`config.mk`:
```
export PLATFORM = sky130hd
export DESIGN_NAME = operand_address_generator_top
export DESIGN_NICKNAME = d
export VERILOG_FILES = /design/src/rtl/oag_pkg.sv /design/src/rtl/oag_step.sv /design/src/rtl/oag_out_buf.sv /design/src/rtl/operand_address_generator_top.sv
export SDC_FILE = /design/constraint.sdc
export NUM_CORES = 1
export LEC_CHECK = 0
export BUFFER_PORTS_ARGS = -buffer_cell sky130_fd_sc_hd__buf_2
export CAP_MARGIN = 25
export CORE_AREA = 2 2 188 190
export DETAILED_ROUTE_END_ITERATION = 10
export DIE_AREA = 0 0 190 192
export GPL_TIMING_DRIVEN = 1
export SLEW_MARGIN = 10
export SYNTH_ARGS = -nofsm -noshare
export SYNTH_HDL_FRONTEND = slang
export SYNTH_SLANG_ARGS = --single-unit
```
`constraint.sdc`:
```
create_clock -name clk -period 3.5 [get_ports clk]
set_input_delay 0.525 -clock clk [delete_from_list [all_inputs] [get_ports clk]]
set_output_delay 0.525 -clock clk [all_outputs]
set_load 0.05 [all_outputs]
```
`src/rtl/oag_pkg.sv`:
```
// shared types and constants for the operand address generator
package oag_pkg;

	localparam logic       OP_START = 1'b0;
	localparam logic       OP_DATA  = 1'b1;

	localparam logic [3:0] MODE_IMP  = 4'd0;
	localparam logic [3:0] MODE_ACC  = 4'd1;
	localparam logic [3:0] MODE_ABS  = 4'd2;
	localparam logic [3:0] MODE_ABSX = 4'd3;
	localparam logic [3:0] MODE_ABSY = 4'd4;
	localparam logic [3:0] MODE_IMM  = 4'd5;
	localparam logic [3:0] MODE_ZP   = 4'd6;
	localparam logic [3:0] MODE_ZPX  = 4'd7;
	localparam logic [3:0] MODE_ZPY  = 4'd8;
	localparam logic [3:0] MODE_IND  = 4'd9;
	localparam logic [3:0] MODE_INDX = 4'd10;
	localparam logic [3:0] MODE_INDY = 4'd11;
	localparam logic [3:0] MODE_REL  = 4'd12;

	localparam logic [1:0] KIND_READ = 2'd0;
	localparam logic [1:0] KIND_DONE = 2'd1;
	localparam logic [1:0] KIND_SKIP = 2'd2;

	localparam logic [1:0] STEP_LOW     = 2'd0;
	localparam logic [1:0] STEP_HIGH    = 2'd1;
	localparam logic [1:0] STEP_PTR_LOW = 2'd2;
	localparam logic [1:0] STEP_PTR_HI  = 2'd3;

	typedef struct packed {
		logic        op;
		logic [3:0]  mode;
		logic [15:0] pc;
		logic [7:0]  x_index;
		logic [7:0]  y_index;
		logic [7:0]  read_data;
	} item_t;

	typedef struct packed {
		logic [1:0]  kind;
		logic [15:0] address;
		logic [15:0] next_pc;
	} result_t;

	typedef struct packed {
		logic        busy;
		logic [3:0]  held_mode;
		logic [1:0]  step_count;
		logic [15:0] program_counter;
		logic [7:0]  held_x;
		logic [7:0]  held_y;
		logic [7:0]  low_byte;
		logic [15:0] pointer_address;
	} agen_state_t;

endpackage

```
`src/rtl/oag_step.sv`:
```
// next-state and result logic for one transaction
module oag_step import oag_pkg::*; (
	input  item_t       item,
	input  agen_state_t cur,
	output agen_state_t nxt,
	output result_t     result
);

	logic [15:0] word;
	logic [15:0] rel_off;

	assign word    = {item.read_data, cur.low_byte};
	assign rel_off = {{8{item.read_data[7]}}, item.read_data};

	always_comb begin
		nxt    = cur;
		result = '{kind: KIND_SKIP, address: 16'd0, next_pc: 16'd0};
		if (item.op == OP_START) begin
			nxt.held_mode       = item.mode;
			nxt.program_counter = item.pc;
			nxt.held_x          = item.x_index;
			nxt.held_y          = item.y_index;
			nxt.low_byte        = 8'd0;
			nxt.pointer_address = 16'd0;
			nxt.step_count      = STEP_LOW;
			nxt.busy            = 1'b0;
			if (item.mode == MODE_IMM) begin
				result = '{kind: KIND_DONE, address: item.pc, next_pc: item.pc + 16'd1};
			end else if (item.mode < MODE_ABS || item.mode > MODE_REL) begin
				result = '{kind: KIND_DONE, address: item.pc, next_pc: item.pc};
			end else begin
				nxt.busy = 1'b1;
				result   = '{kind: KIND_READ, address: item.pc, next_pc: 16'd0};
			end
		end else if (cur.busy) begin
			// finishing clears busy and step; read requests override below
			case (cur.held_mode)
				MODE_ABS, MODE_ABSX, MODE_ABSY, MODE_IND: begin
					if (cur.step_count == STEP_LOW) begin
						nxt.low_byte   = item.read_data;
						nxt.step_count = STEP_HIGH;
						result = '{kind: KIND_READ, address: cur.program_counter + 16'd1,
							next_pc: 16'd0};
					end else if (cur.step_count == STEP_HIGH) begin
						if (cur.held_mode == MODE_IND) begin
							nxt.pointer_address = word;
							nxt.step_count      = STEP_PTR_LOW;
							result = '{kind: KIND_READ, address: word, next_pc: 16'd0};
						end else begin
							nxt.busy       = 1'b0;
							nxt.step_count = STEP_LOW;
							result.kind    = KIND_DONE;
							result.next_pc = cur.program_counter + 16'd2;
							if (cur.held_mode == MODE_ABSX)
								result.address = word + {8'd0, cur.held_x};
							else if (cur.held_mode == MODE_ABSY)
								result.address = word + {8'd0, cur.held_y};
							else
								result.address = word;
						end
					end
				end
				MODE_ZP, MODE_ZPX, MODE_ZPY, MODE_REL: begin
					nxt.busy       = 1'b0;
					nxt.step_count = STEP_LOW;
					result.kind    = KIND_DONE;
					result.next_pc = cur.program_counter + 16'd1;
					if (cur.held_mode == MODE_ZPX)
						result.address = {8'd0, item.read_data + cur.held_x};
					else if (cur.held_mode == MODE_ZPY)
						result.address = {8'd0, item.read_data + cur.held_y};
					else if (cur.held_mode == MODE_REL)
						result.address = cur.program_counter + 16'd1 + rel_off;
					else
						result.address = {8'd0, item.read_data};
				end
				MODE_INDX, MODE_INDY: begin
					if (cur.step_count == STEP_LOW) begin
						// zero-page pointer wraps within page zero
						nxt.pointer_address = (cur.held_mode == MODE_INDX) ?
							{8'd0, item.read_data + cur.held_x} : {8'd0, item.read_data};
						nxt.step_count = STEP_PTR_LOW;
						result = '{kind: KIND_READ, address: nxt.pointer_address,
							next_pc: 16'd0};
					end
				end
				default: begin
					nxt.busy       = 1'b0;
					nxt.step_count = STEP_LOW;
				end
			endcase

			// pointer dereference shared by the indirect modes
			if ((cur.held_mode == MODE_IND && cur.step_count[1]) ||
			    ((cur.held_mode == MODE_INDX || cur.held_mode == MODE_INDY) &&
			     cur.step_count != STEP_LOW)) begin
				if (cur.step_count == STEP_PTR_LOW) begin
					nxt.low_byte   = item.read_data;
					nxt.step_count = STEP_PTR_HI;
					// high byte stays within the pointer's page
					result = '{kind: KIND_READ,
						address: {cur.pointer_address[15:8], cur.pointer_address[7:0] + 8'd1},
						next_pc: 16'd0};
				end else begin
					nxt.busy       = 1'b0;
					nxt.step_count = STEP_LOW;
					result.kind    = KIND_DONE;
					if (cur.held_mode == MODE_IND) begin
						result.address = word;
						result.next_pc = cur.program_counter + 16'd2;
					end else if (cur.held_mode == MODE_INDY) begin
						result.address = word + {8'd0, cur.held_y};
						result.next_pc = cur.program_counter + 16'd1;
					end else begin
						result.address = word;
						result.next_pc = cur.program_counter + 16'd1;
					end
				end
			end
		end
	end

endmodule

```
`src/rtl/oag_out_buf.sv`:
```
// result register with a skid stage
module oag_out_buf import oag_pkg::*; (
	input  logic    clk,
	input  logic    arst_n,
	input  logic    push,
	input  result_t push_data,
	output logic    full,
	output logic    valid,
	input  logic    stall,
	output result_t data
);

	logic    skid_valid_q;
	result_t skid_q;
	logic    pop;

	assign pop   = valid & ~stall;
	assign full  = skid_valid_q;

	always_ff @(posedge clk or negedge arst_n) begin
		if (!arst_n) begin
			valid        <= 1'b0;
			skid_valid_q <= 1'b0;
		end else if (skid_valid_q) begin
			if (pop) begin
				data         <= skid_q;
				skid_valid_q <= 1'b0;
			end
		end else if (push) begin
			if (!valid || pop) begin
				data  <= push_data;
				valid <= 1'b1;
			end else begin
				skid_q       <= push_data;
				skid_valid_q <= 1'b1;
			end
		end else if (pop) begin
			valid <= 1'b0;
		end
	end

endmodule

```
`src/rtl/operand_address_generator_top.sv`:
```
// operand address generator top level: input register, step logic, result buffer
//
//  channel  | valid         | stall         | payload
//  ---------+---------------+---------------+-------------------------------
//  input    | item_valid    | item_stall    | item   (op, mode, pc, x, y, data)
//  output   | result_valid  | result_stall  | result (kind, address, next_pc)
//
// one transaction per clock sustained while item_stall is low.
// the input register feeds one pass of combinational logic into the result
// register, which updates the fetch state in the same cycle.
// arst_n clears the valid bits and the fetch state (idle, all zero).
// a two-entry result buffer absorbs a stall; item_stall rises only when full.
module operand_address_generator_top import oag_pkg::*; (
	input  logic    clk,
	input  logic    arst_n,
	input  logic    item_valid,
	output logic    item_stall,
	input  item_t   item,
	output logic    result_valid,
	input  logic    result_stall,
	output result_t result
);

	logic        valid_s1;
	item_t       item_s1;
	agen_state_t state_q;
	agen_state_t state_nxt;
	result_t     step_result;
	logic        buf_full;
	logic        advance;

	assign advance    = valid_s1 & ~buf_full;
	assign item_stall = valid_s1 & buf_full;

	always_ff @(posedge clk or negedge arst_n) begin
		if (!arst_n) begin
			valid_s1 <= 1'b0;
		end else if (!item_stall) begin
			valid_s1 <= item_valid;
		end
	end

	always_ff @(posedge clk) begin
		if (item_valid && !item_stall) begin
			item_s1 <= item;
		end
	end

	always_ff @(posedge clk or negedge arst_n) begin
		if (!arst_n) begin
			state_q <= '0;
		end else if (advance) begin
			state_q <= state_nxt;
		end
	end

	oag_step u_step (
		.item   (item_s1),
		.cur    (state_q),
		.nxt    (state_nxt),
		.result (step_result)
	);

	oag_out_buf u_out_buf (
		.clk       (clk),
		.arst_n    (arst_n),
		.push      (advance),
		.push_data (step_result),
		.full      (buf_full),
		.valid     (result_valid),
		.stall     (result_stall),
		.data      (result)
	);

endmodule

```
# After elaboration in Yosys (flattened, before gate mapping)
# Index checks and enable logic that the tools add are counted.
# W data, S select, Z words.
dict set report op_classes {
  addsub 9
  n_lt_le_gt_ge 2
  eq_ne 23
  muxes 60
  bitwise 7
  reduce_logical 24
}
# op count
set op_table {}
lappend op_table {{$mux W34} 11}
lappend op_table {{$mux W16} 9}
lappend op_table {{$pmux W34 S3} 1}
lappend op_table {{$mux W33} 3}
lappend op_table {{$mux W32} 2}
lappend op_table {{$mux W24} 2}
lappend op_table {{$mux W8} 5}
lappend op_table {{$add A16 B1 Y16 const B} 2}
lappend op_table {{$add A16 B8 Y16} 2}
lappend op_table {{$pmux W16 S2} 1}
lappend op_table {{$eq A4 B4 Y1 const B} 5}
lappend op_table {{$add A16 B16 Y16} 1}
lappend op_table {{$add A16 B2 Y16 const B} 1}
lappend op_table {{$add A8 B8 Y8} 2}
lappend op_table {{$eq A4 B3 Y1 const B} 4}
lappend op_table {{$mux W1} 16}
lappend op_table {{$mux W2} 8}
lappend op_table {{$reduce_and A4 Y1} 3}
lappend op_table {{$ne A3 B2 Y1 const B} 3}
lappend op_table {{$add A8 B1 Y8 const B} 1}
lappend op_table {{$eq A4 B2 Y1 const B} 2}
lappend op_table {{$reduce_bool A2 Y1} 4}
lappend op_table {{$reduce_or A4 Y1} 2}
lappend op_table {{$reduce_and A7 Y1} 1}
lappend op_table {{21 further kinds} 34}
dict set report word_totals {
  regBits 179
  inputBits 49
  output_inout_bits 36
}

# Longest topological paths before layout
# Gate-level depths: netlist (run 1).
dict set report depth {
  ltp_word 13
  ltp_mapped 15
  mapped_depth_nobuf 15
}

# Cells and area by module
# From an unflattened synthesis (run 1), not the netlist that was laid out.
dict set report unflattened {
  hier_cells 1264
  area_unflattened_um2 13027.5
}
# module n_inst cells_each area_per_inst_um2
set modules_own_cells {}
lappend modules_own_cells {oag_step 1 963 6389.9}
lappend modules_own_cells {operand_address_generator_top 1 183 4057.6}
lappend modules_own_cells {oag_out_buf 1 118 2580.0}

# Worst setup path after synthesis (run 1)
# Ideal clock, no wire load.
dict set report synth_path {
  path_kind {reg-to-reg}
  start {register valid_s1}
  end {register item_s1[0] (netlist bit) (enable)}
  t_arrival_ps 2802
  required_time_ps 3048
  slack_ps 246
  path_stages_with_launch 3
  period_less_slack_ps 3254
  cell_sequence {dfrtp_1 > and2_1 > nor2b_1}
}
dict set report synth_via {
  elab_chain_len 3
}
# item line
set synth_lines {}
lappend synth_lines {{from (decl)} operand_address_generator_top.sv:24} ;# logic valid_s1;
lappend synth_lines {{from (signal assigned)} operand_address_generator_top.sv:39} ;# valid_s1 <= item_valid;
lappend synth_lines {{$and A1 B1 Y1} operand_address_generator_top.sv:33} ;# assign item_stall = valid_s1 & buf_full;
lappend synth_lines {{via item_stall} operand_address_generator_top.sv:17} ;# output logic item_stall,
lappend synth_lines {{$logic_not A1 Y1} operand_address_generator_top.sv:44} ;# if (item_valid && !item_stall) begin
lappend synth_lines {{$logic_and A1 B1 Y1} operand_address_generator_top.sv:44}
lappend synth_lines {{to (signal assigned)} operand_address_generator_top.sv:45} ;# item_s1 <= item;
lappend synth_lines {{to (decl)} operand_address_generator_top.sv:25} ;# item_t item_s1;
# The timed path passes the listed nets, and every way through them passes these cells.
# A chain may end at the register's enable or synchronous reset.

==> key figures, run 1 <==
Power
  – Cell Int Power: a little under 0.007 W
  – Logic pwr share: 0.571
  – Sequential power share: 0.279
  – LEAKAGE: approximately 5.5 nW
  – Sw Pwr: 0.00604 W
  – Cell Pwr Density: 916 nW/um^2
  – Design Power: 0.0128 W
  – Clock power frac: 0.150
  – Switching share of total power: 0.471
  – Peak supply drop: roughly 0.63 mV

Setup path
  – CP arrival: ~3.5 ns
  – Critical Path, Cell by Cell: ha_1 -> xor2_1 -> ha_1 -> nor2b_2 -> o2111ai_1 -> a31oi_1 -> buf_4 -> xnor2_1 -> o21ai_1 -> a311oi_1 -> o22ai_1 -> mux2_2
  – WP data required: roughly 3.7 ns
  – Critical path fanouts, max: 5
  – Setup crit start: state_q[40]$_DFFE_PN0P_
  – Setup CP Type: flip-flop to flip-flop
  – Critical path's slowest cell: dfrtp_2
  – CP peak stage delay: approximately 0.45 ns
  – CP most frequent cell: ha_1
  – Setup slack, reg-to-reg: roughly 0.19 ns
  – Startpoint types: flip-flop
  – Crit. End Element: flip-flop
  – Worst r2r src: state_q[40]$_DFFE_PN0P_
  – Critical path buffers and inverters: 1
  – Worst path top cell family by delay: compound AO/OA/AOI/OAI gates

Synthesis
  – EDFF count, synth: between 100 and 150
  – Seq cells post-synth: approximately 180
  – Mapped cell area: approximately 12000 sq um
  – Main synth FF type: edfxtp_1
  – YS warnings: 0
  – Synthesized instance count: ~1.2k
  – Synthesized Nets: about 1.3k
  – Asr flop ratio synth: 0.369
  – Yosys cell types: a little under 90
  – Seq/Total Area, Yosys: 0.425
  – Mean post-synth cell area: slightly below 10 sq um

Route
  – Residual DRC: 0
  – Post-Route WL: about 40 mm
  – Detailed Route Iter0 Violations: ~930
  – Wire per inst: approximately 22 um
  – Drt first pass iters: 5
  – Drt via density: ~5.7
  – Routed Antenna Nets: 0
  – Via count: just over 10k

Die
  – DIE AREA: about 36000 sq um
  – Starting Density: 0.347
  – Num rows: 68
  – Die height: 192 um
  – Die Wd: between 150 and 200 um
  – Ports: between 80 and 90
  – Core Region: 34300 sq um

Min path
  – Hold_sp: item[38]
  – Hold WC Path Type: input port to flip-flop

Timing
  – Minimum clock period: between 3 and 4 ns
  – WHS: 0.234 ns
  – Final Hold Viols: 0
  – Clock Skew: between 0.015 and 0.02 ns
  – Crit share post-route: 0.946
  – Worst-margin pin slew: 1.03 ns
  – Final setup violation count: 0
  – F_max: 302 MHz
  – Relative slew margins: 0.313
  – Slew Viols, Final: 0

Cells and area
  – Ant. Diodes: 0
  – Commonest cells after routing, fill and taps aside: nand2_1, edfxtp_1, buf_4
  – Most common cell after layout, fill and taps aside: nand2_1
  – Fill count: between 3k and 4k
  – Fraction of layout cells with a size suffix above 1: 0.238
  – Layout area overhead: 18.0%
  – Core Util, Final: 0.409
  – Layout net count: 1449

Placement
  – Port Buffers: 84
  – Detail Placement HPWL: between 30 and 40 mm
  – Final Wtd Congestion: slightly below 1

Global route
  – Largest net degree at the start of global routing: 46
  – Via count of the first global-routing pass: between 9k and 10k
  – Antenna violations before repair: 1
  – GRT overflow: 0
  – First-pass GRT wire length: about 61 mm
  – Overall routing resource usage: 0.224

CTS
  – CTS Buf Count: 17
  – CTS Sinks: 179
  – CTS tree: done
  – Clk Latency, worst-skew pair: 0.46 ns
  – H-tree depth: 4
  – Clk root buf: clkbuf_16
  – Buffer depth of the longest clock path: 2
  – Clk pin slew, worst setup/hold paths: 0.08 ns

Flow run
  – Max Cap Violations: 0

Status
  – Status: complete, no violations
-- kinds of logic (layout without fill, tap and decap cells) --
kind of cell,Yosys count,in the layout,synth area share
AOI/OAI and AO/OA,368,368,0.208
xor gates and xnor gates,68,68,0.0501
adders and majority gates,58,58,0.0642
buffers and inverters,104,252,0.0367
DFF,179,179,0.425
muxes,71,71,0.0667
and+or+nand+nor,359,359,0.150
-- power groups by stage --
stage / Sequential (W) / Clock, W / Combinational, W
after CTS: 0.00359 / 0.00197 / 0.00713
after floorplan: 0.00370 / 0 / 0.00456
after detailed placement: 0.00363 / 0 / 0.00708
after global routing: 0.00365 / 0.00205 / 0.00796
after global placement: 0.00361 / 0 / 0.00705
final: 0.00358 / 0.00192 / 0.00734
-- worst reg2reg max path, delay by kind of cell, from the launching register on --
kind | cells | cell delay, ns
AO/OA/AOI/OAI | 5 | 0.90
XOR/XNOR | 2 | 0.42
adder cells (fa/ha/maj) | 2 | 0.60
buffers and inverters | 1 | 0.17
flip-flops | 1 | 0.45
multiplexers | 1 | 0.32
AND/OR/NAND/NOR | 1 | 0.21
-- metrics by stage --
stage	setup slack, ns	TNS [ns]	instance area [sq um]	instances
2_1_floorplan	0.246	0	11900	1207
3_3_place_gp	0.0201	0	13300	1772
3_5_place_dp	0.0157	0	13300	1772
4_1_cts	0.00531	0	13900	1805
5_1_grt	-0.0118	-0.0139	14000	1810
6_report	0.190	0	14000	1810
-- layout make-up --
class	instances	area, sq um	share of cell area
inverters	36	135	0.00964
flip-flops and latches	179	5050	0.360
repair buffers	184	1190	0.0846
well taps	455	569	0.0406
multi-input cells	924	6500	0.464
clock inverters	14	151	0.0108
clock buffers	18	429	0.0306
-- synth_stat cells, types with 16 or more instances --
library cell / n / share of area
o211ai_1: 21 / 0.013
o22ai_1: 19 / 0.010
buf_2: 16 / 0.0067
nor2_1: 74 / 0.023
dfrtp_1: 66 / 0.14
clkbuf_1: 42 / 0.013
nand3_1: 47 / 0.020
edfxtp_1: 113 / 0.29
nand2_1: 127 / 0.040
ha_1: 53 / 0.056
mux2_2: 60 / 0.057
xnor2_1: 32 / 0.024
o21ai_0: 73 / 0.031
inv_1: 36 / 0.011
a21oi_1: 86 / 0.036
nor3_1: 20 / 0.0084
xor2_1: 36 / 0.027
-- final timing paths --
check / end / depth (start not counted)
worst max-delay path: u_out_buf.data[24]$_DFFE_PP_ / 12
worst min-delay path: item_s1[38]$_DFFE_PP_ / 1
worst max register to register: u_out_buf.data[24]$_DFFE_PP_ / 12
worst min register to register: state_q[33]$_DFFE_PN0P_ / 2
max in group asynchronous: state_q[40]$_DFFE_PN0P_ / 4
min in group asynchronous: u_out_buf.valid$_DFFE_PN0P_ / 2
-- sequential cells by signal, summed over array words and instances (netlist names) --
signal            flops
u_out_buf.full        1
valid_s1              1
state_q              63
item_s1              45
u_out_buf.skid_q     34
u_out_buf.data       34
u_out_buf.valid       1
-- layer usage --
| metal | up-vias | GRT usage | part of all wire |
|---|---|---|---|
| li1 | 4830 | - | - |
| met1 | 4962 | 0.296 | 0.44 |
| met2 | 387 | 0.360 | 0.46 |
| met3 | 69 | 0.0457 | 0.065 |
| met4 | 0 | 0.0859 | 0.034 |
| met5 | - | 0 | 0 |
-- repair_timing --
| action | 4_1_cts | 5_1_grt |
|---|---|---|
| setup endpoints to repair | 1 | 17 |
| cloned | 0 | 0 |
| endpoints found under the hold margin | 3 | 0 |
| pin swaps | 0 | 5 |
| resized for setup | 1 | 22 |
| buffers inserted | 0 | 5 |
| hold buffers | 1 | 0 |
Power figures use the tool's default switching activity.
==> run 2: changes to the inputs <==
- CELL_PAD_IN_SITES_DETAIL_PLACEMENT: unset -> 1
- CELL_PAD_IN_SITES_GLOBAL_PLACEMENT: unset -> 1
- PLACE_DENSITY_LB_ADDON: unset -> 0.1
==> key figures, run 2 (synthesized netlist as in run 1, its figures left out) <==
Status
  – Status: complete, no violations

Placement
  – Pre-CTS setup slack: -0.153 ns (-0.168 ns)
  – Inst Count DP: 1783 (+0.62%)
  – Port Buffers: 84 (unchanged)
  – Detail Placement HPWL: 35.6 mm (+15%)
  – Cell Area, Placed: 13400 sq um (+0.68%)
  – Final Wtd Congestion: 0.923 (-6.4%)

Route
  – Via count: 10.4k (+1.3%)
  – Post-Route WL: 45.8 mm (+14%)
  – Detailed Route Iter0 Violations: 799 (-14%)
  – Routed Antenna Nets: 0 (unchanged)
  – Drt via density: 5.70 (+0.72%)
  – Wire per inst: 25.2 um (+14%)
  – Drt first pass iters: 8 (+3)
  – Residual DRC: 0 (unchanged)

Timing
  – Final Hold Viols: 0 (unchanged)
  – F_max: 297 MHz (-1.7%)
  – Relative slew margins: 0.421 (+0.108)
  – Crit share post-route: 0.962 (+0.0163)
  – Worst-margin pin slew: 0.869 ns (-0.158 ns)
  – Slew Viols, Final: 0 (unchanged)
  – Final WS setup: 0.133 ns (-0.0571 ns)
  – Minimum clock period: 3.37 ns (+0.0571 ns)
  – Clock Skew: 0.0144 ns (-0.00128 ns)
  – Final setup violation count: 0 (unchanged)

Die
  – Die Wd: 190 um (unchanged)
  – Starting Density: 0.347 (unchanged)
  – DIE AREA: 36500 sq um (unchanged)
  – Ports: 85 (unchanged)
  – Die height: 192 um (unchanged)
  – Num rows: 68 (unchanged)
  – Core Region: 34300 sq um (unchanged)

CTS
  – Clk pin slew, worst setup/hold paths: 0.08 ns (about the same)
  – CTS tree: done
  – Clk root buf: clkbuf_16
  – Buffer depth of the longest clock path: 2 (unchanged)
  – Clk Latency, worst-skew pair: 0.47 ns (about the same)
  – CTS Sinks: 179 (unchanged)
  – H-tree depth: 4 (unchanged)
  – CTS Buf Count: 17 (unchanged)

Setup path
  – Critical path buffers and inverters: 2 (+1)
  – CP most frequent cell: o211ai_1
  – Worst path depth: 14 (+2)
  – Setup CP Type: flip-flop to flip-flop
  – Crit. End Element: flip-flop
  – CP arrival: 3.58 ns (+0.07 ns)
  – CP peak stage delay: 0.44 ns (about the same)
  – Worst path top cell family by delay: compound AO/OA/AOI/OAI gates
  – Worst Reg2Reg Path Length in Cells: 14 (+2)
  – WP data required: 3.71 ns (about the same)
  – Critical path's slowest cell: dfrtp_2
  – Startpoint types: flip-flop
  – Critical Path, Cell by Cell: ha_2 -> nand2_1 -> xor2_1 -> inv_1 -> ha_4 -> o21ai_1 -> o211ai_1 -> buf_4 -> a21oi_1 -> nor3b_2 -> a211o_1 -> o211ai_1 -> a32o_2 -> mux2_2
  – Critical path fanouts, max: 5 (unchanged)

Cells and area
  – Cell area after layout: 14200 sq um (+1.2%)
  – Max FFs per register: 63 (unchanged)
  – Core Util, Final: 0.414 (+0.00471)
  – Layout area overhead: 19.4%
  – Commonest cells after routing, fill and taps aside: nand2_1, edfxtp_1, buf_4
  – Layout Cells excl Fill: 1821 (+0.61%)
  – Most common cell after layout, fill and taps aside: nand2_1
  – Fill count: 3922 (+15%)
  – Fraction of layout cells with a size suffix above 1: 0.253 (+0.0158)
  – Biggest regs: state_q (63), item_s1 (45)
  – Top reg by flops: state_q
  – Layout net count: 1459 (+0.69%)

Global route
  – Antenna violations before repair: 4 (+3)
  – Overall routing resource usage: 0.257 (+0.0337)
  – Largest net degree at the start of global routing: 53 (+15%)
  – Via count of the first global-routing pass: 10.5k (+5.1%)
  – GRT overflow: 0 (unchanged)
  – First-pass GRT wire length: 68.3 mm (+13%)

Min path
  – Hold WC Path Type: input port to flip-flop
  – Hold Path Depth: 1 (unchanged)

Flow run
  – Max Cap Violations: 0 (unchanged)

Power
  – Cell Pwr Density: 941 nW/um^2 (+2.7%)
  – Peak supply drop: 0.422 mV (-33%)
  – LEAKAGE: 5.59 nW (+1.3%)
-- run 2: cell types whose count changed in the layout (fill, tap and decap cells not counted), sizes merged --
cell,change
diode,+1
buf,+10
clkinvlp,-1
clkinv,+1
-- run 2: where the power goes --
| part | leakage, nW | internal [W] | switching (W) | total [W] |
|---|---|---|---|---|
| Sequential | 1.89 | 0.00294 | 0.000776 | 0.00372 |
| Combinational | 3.44 | 0.00300 | 0.00472 | 0.00772 |
| Clock | 0.272 | 0.000989 | 0.000917 | 0.00191 |
-- run 2: timing repair --
action,CTS,global route
setup endpoints to repair,8,18
buffers inserted,2,2
pin swaps,2,7
hold buffers,1,0
hold endpoints to repair,14,0
gates resized for setup,6,37
-- run 2: path summary, 6_finish.rpt --
check	start	end	slack, ns
setup / recovery	state_q[41]$_DFFE_PN0P_	u_out_buf.data[23]$_DFFE_PP_	0.13
hold / removal	item[15]	item_s1[15]$_DFFE_PP_	0.22
setup reg to reg	state_q[41]$_DFFE_PN0P_	u_out_buf.data[23]$_DFFE_PP_	0.13
hold reg to reg	item_s1[14]$_DFFE_PP_	state_q[30]$_DFFE_PN0P_	0.48
max in group asynchronous	arst_n	state_q[43]$_DFFE_PN0P_	1.86
min in group asynchronous	arst_n	state_q[1]$_DFFE_PN0P_	0.47
-- run 2: metrics by stage --
| step | TNS, ns | power [W] | hold WS [ns] |
|---|---|---|---|
| 2_1_floorplan | 0 | 0.00826 | 0.229 |
| 3_3_place_gp | -0.252 | 0.0110 | 0.424 |
| 3_5_place_dp | -0.586 | 0.0111 | 0.426 |
| 4_1_cts | -0.0104 | 0.0131 | 0.195 |
| 5_1_grt | -0.0503 | 0.0142 | 0.201 |
| 6_report | 0 | 0.0133 | 0.224 |
-- run 2: layout make-up --
class                           instances  area [sq um]  share of cell area
Multi-Input combinational cell        924          6610               0.466
Clock buffer                           18           429              0.0303
Clock inverter                         14           129             0.00909
Inverter                               36           135             0.00953
Tap cell                              455           569              0.0401
Antenna cell                            1          2.50            0.000176
Sequential cell                       179          5050               0.356
Timing Repair Buffer                  194          1260              0.0891
-- run 2: per-layer routing --
metal,vias up,global-route usage,share of wire
li1,4845,-,-
met1,5192,0.363,0.47
met2,291,0.392,0.44
met3,55,0.0526,0.066
met4,2,0.0868,0.023
met5,-,0,0.00022
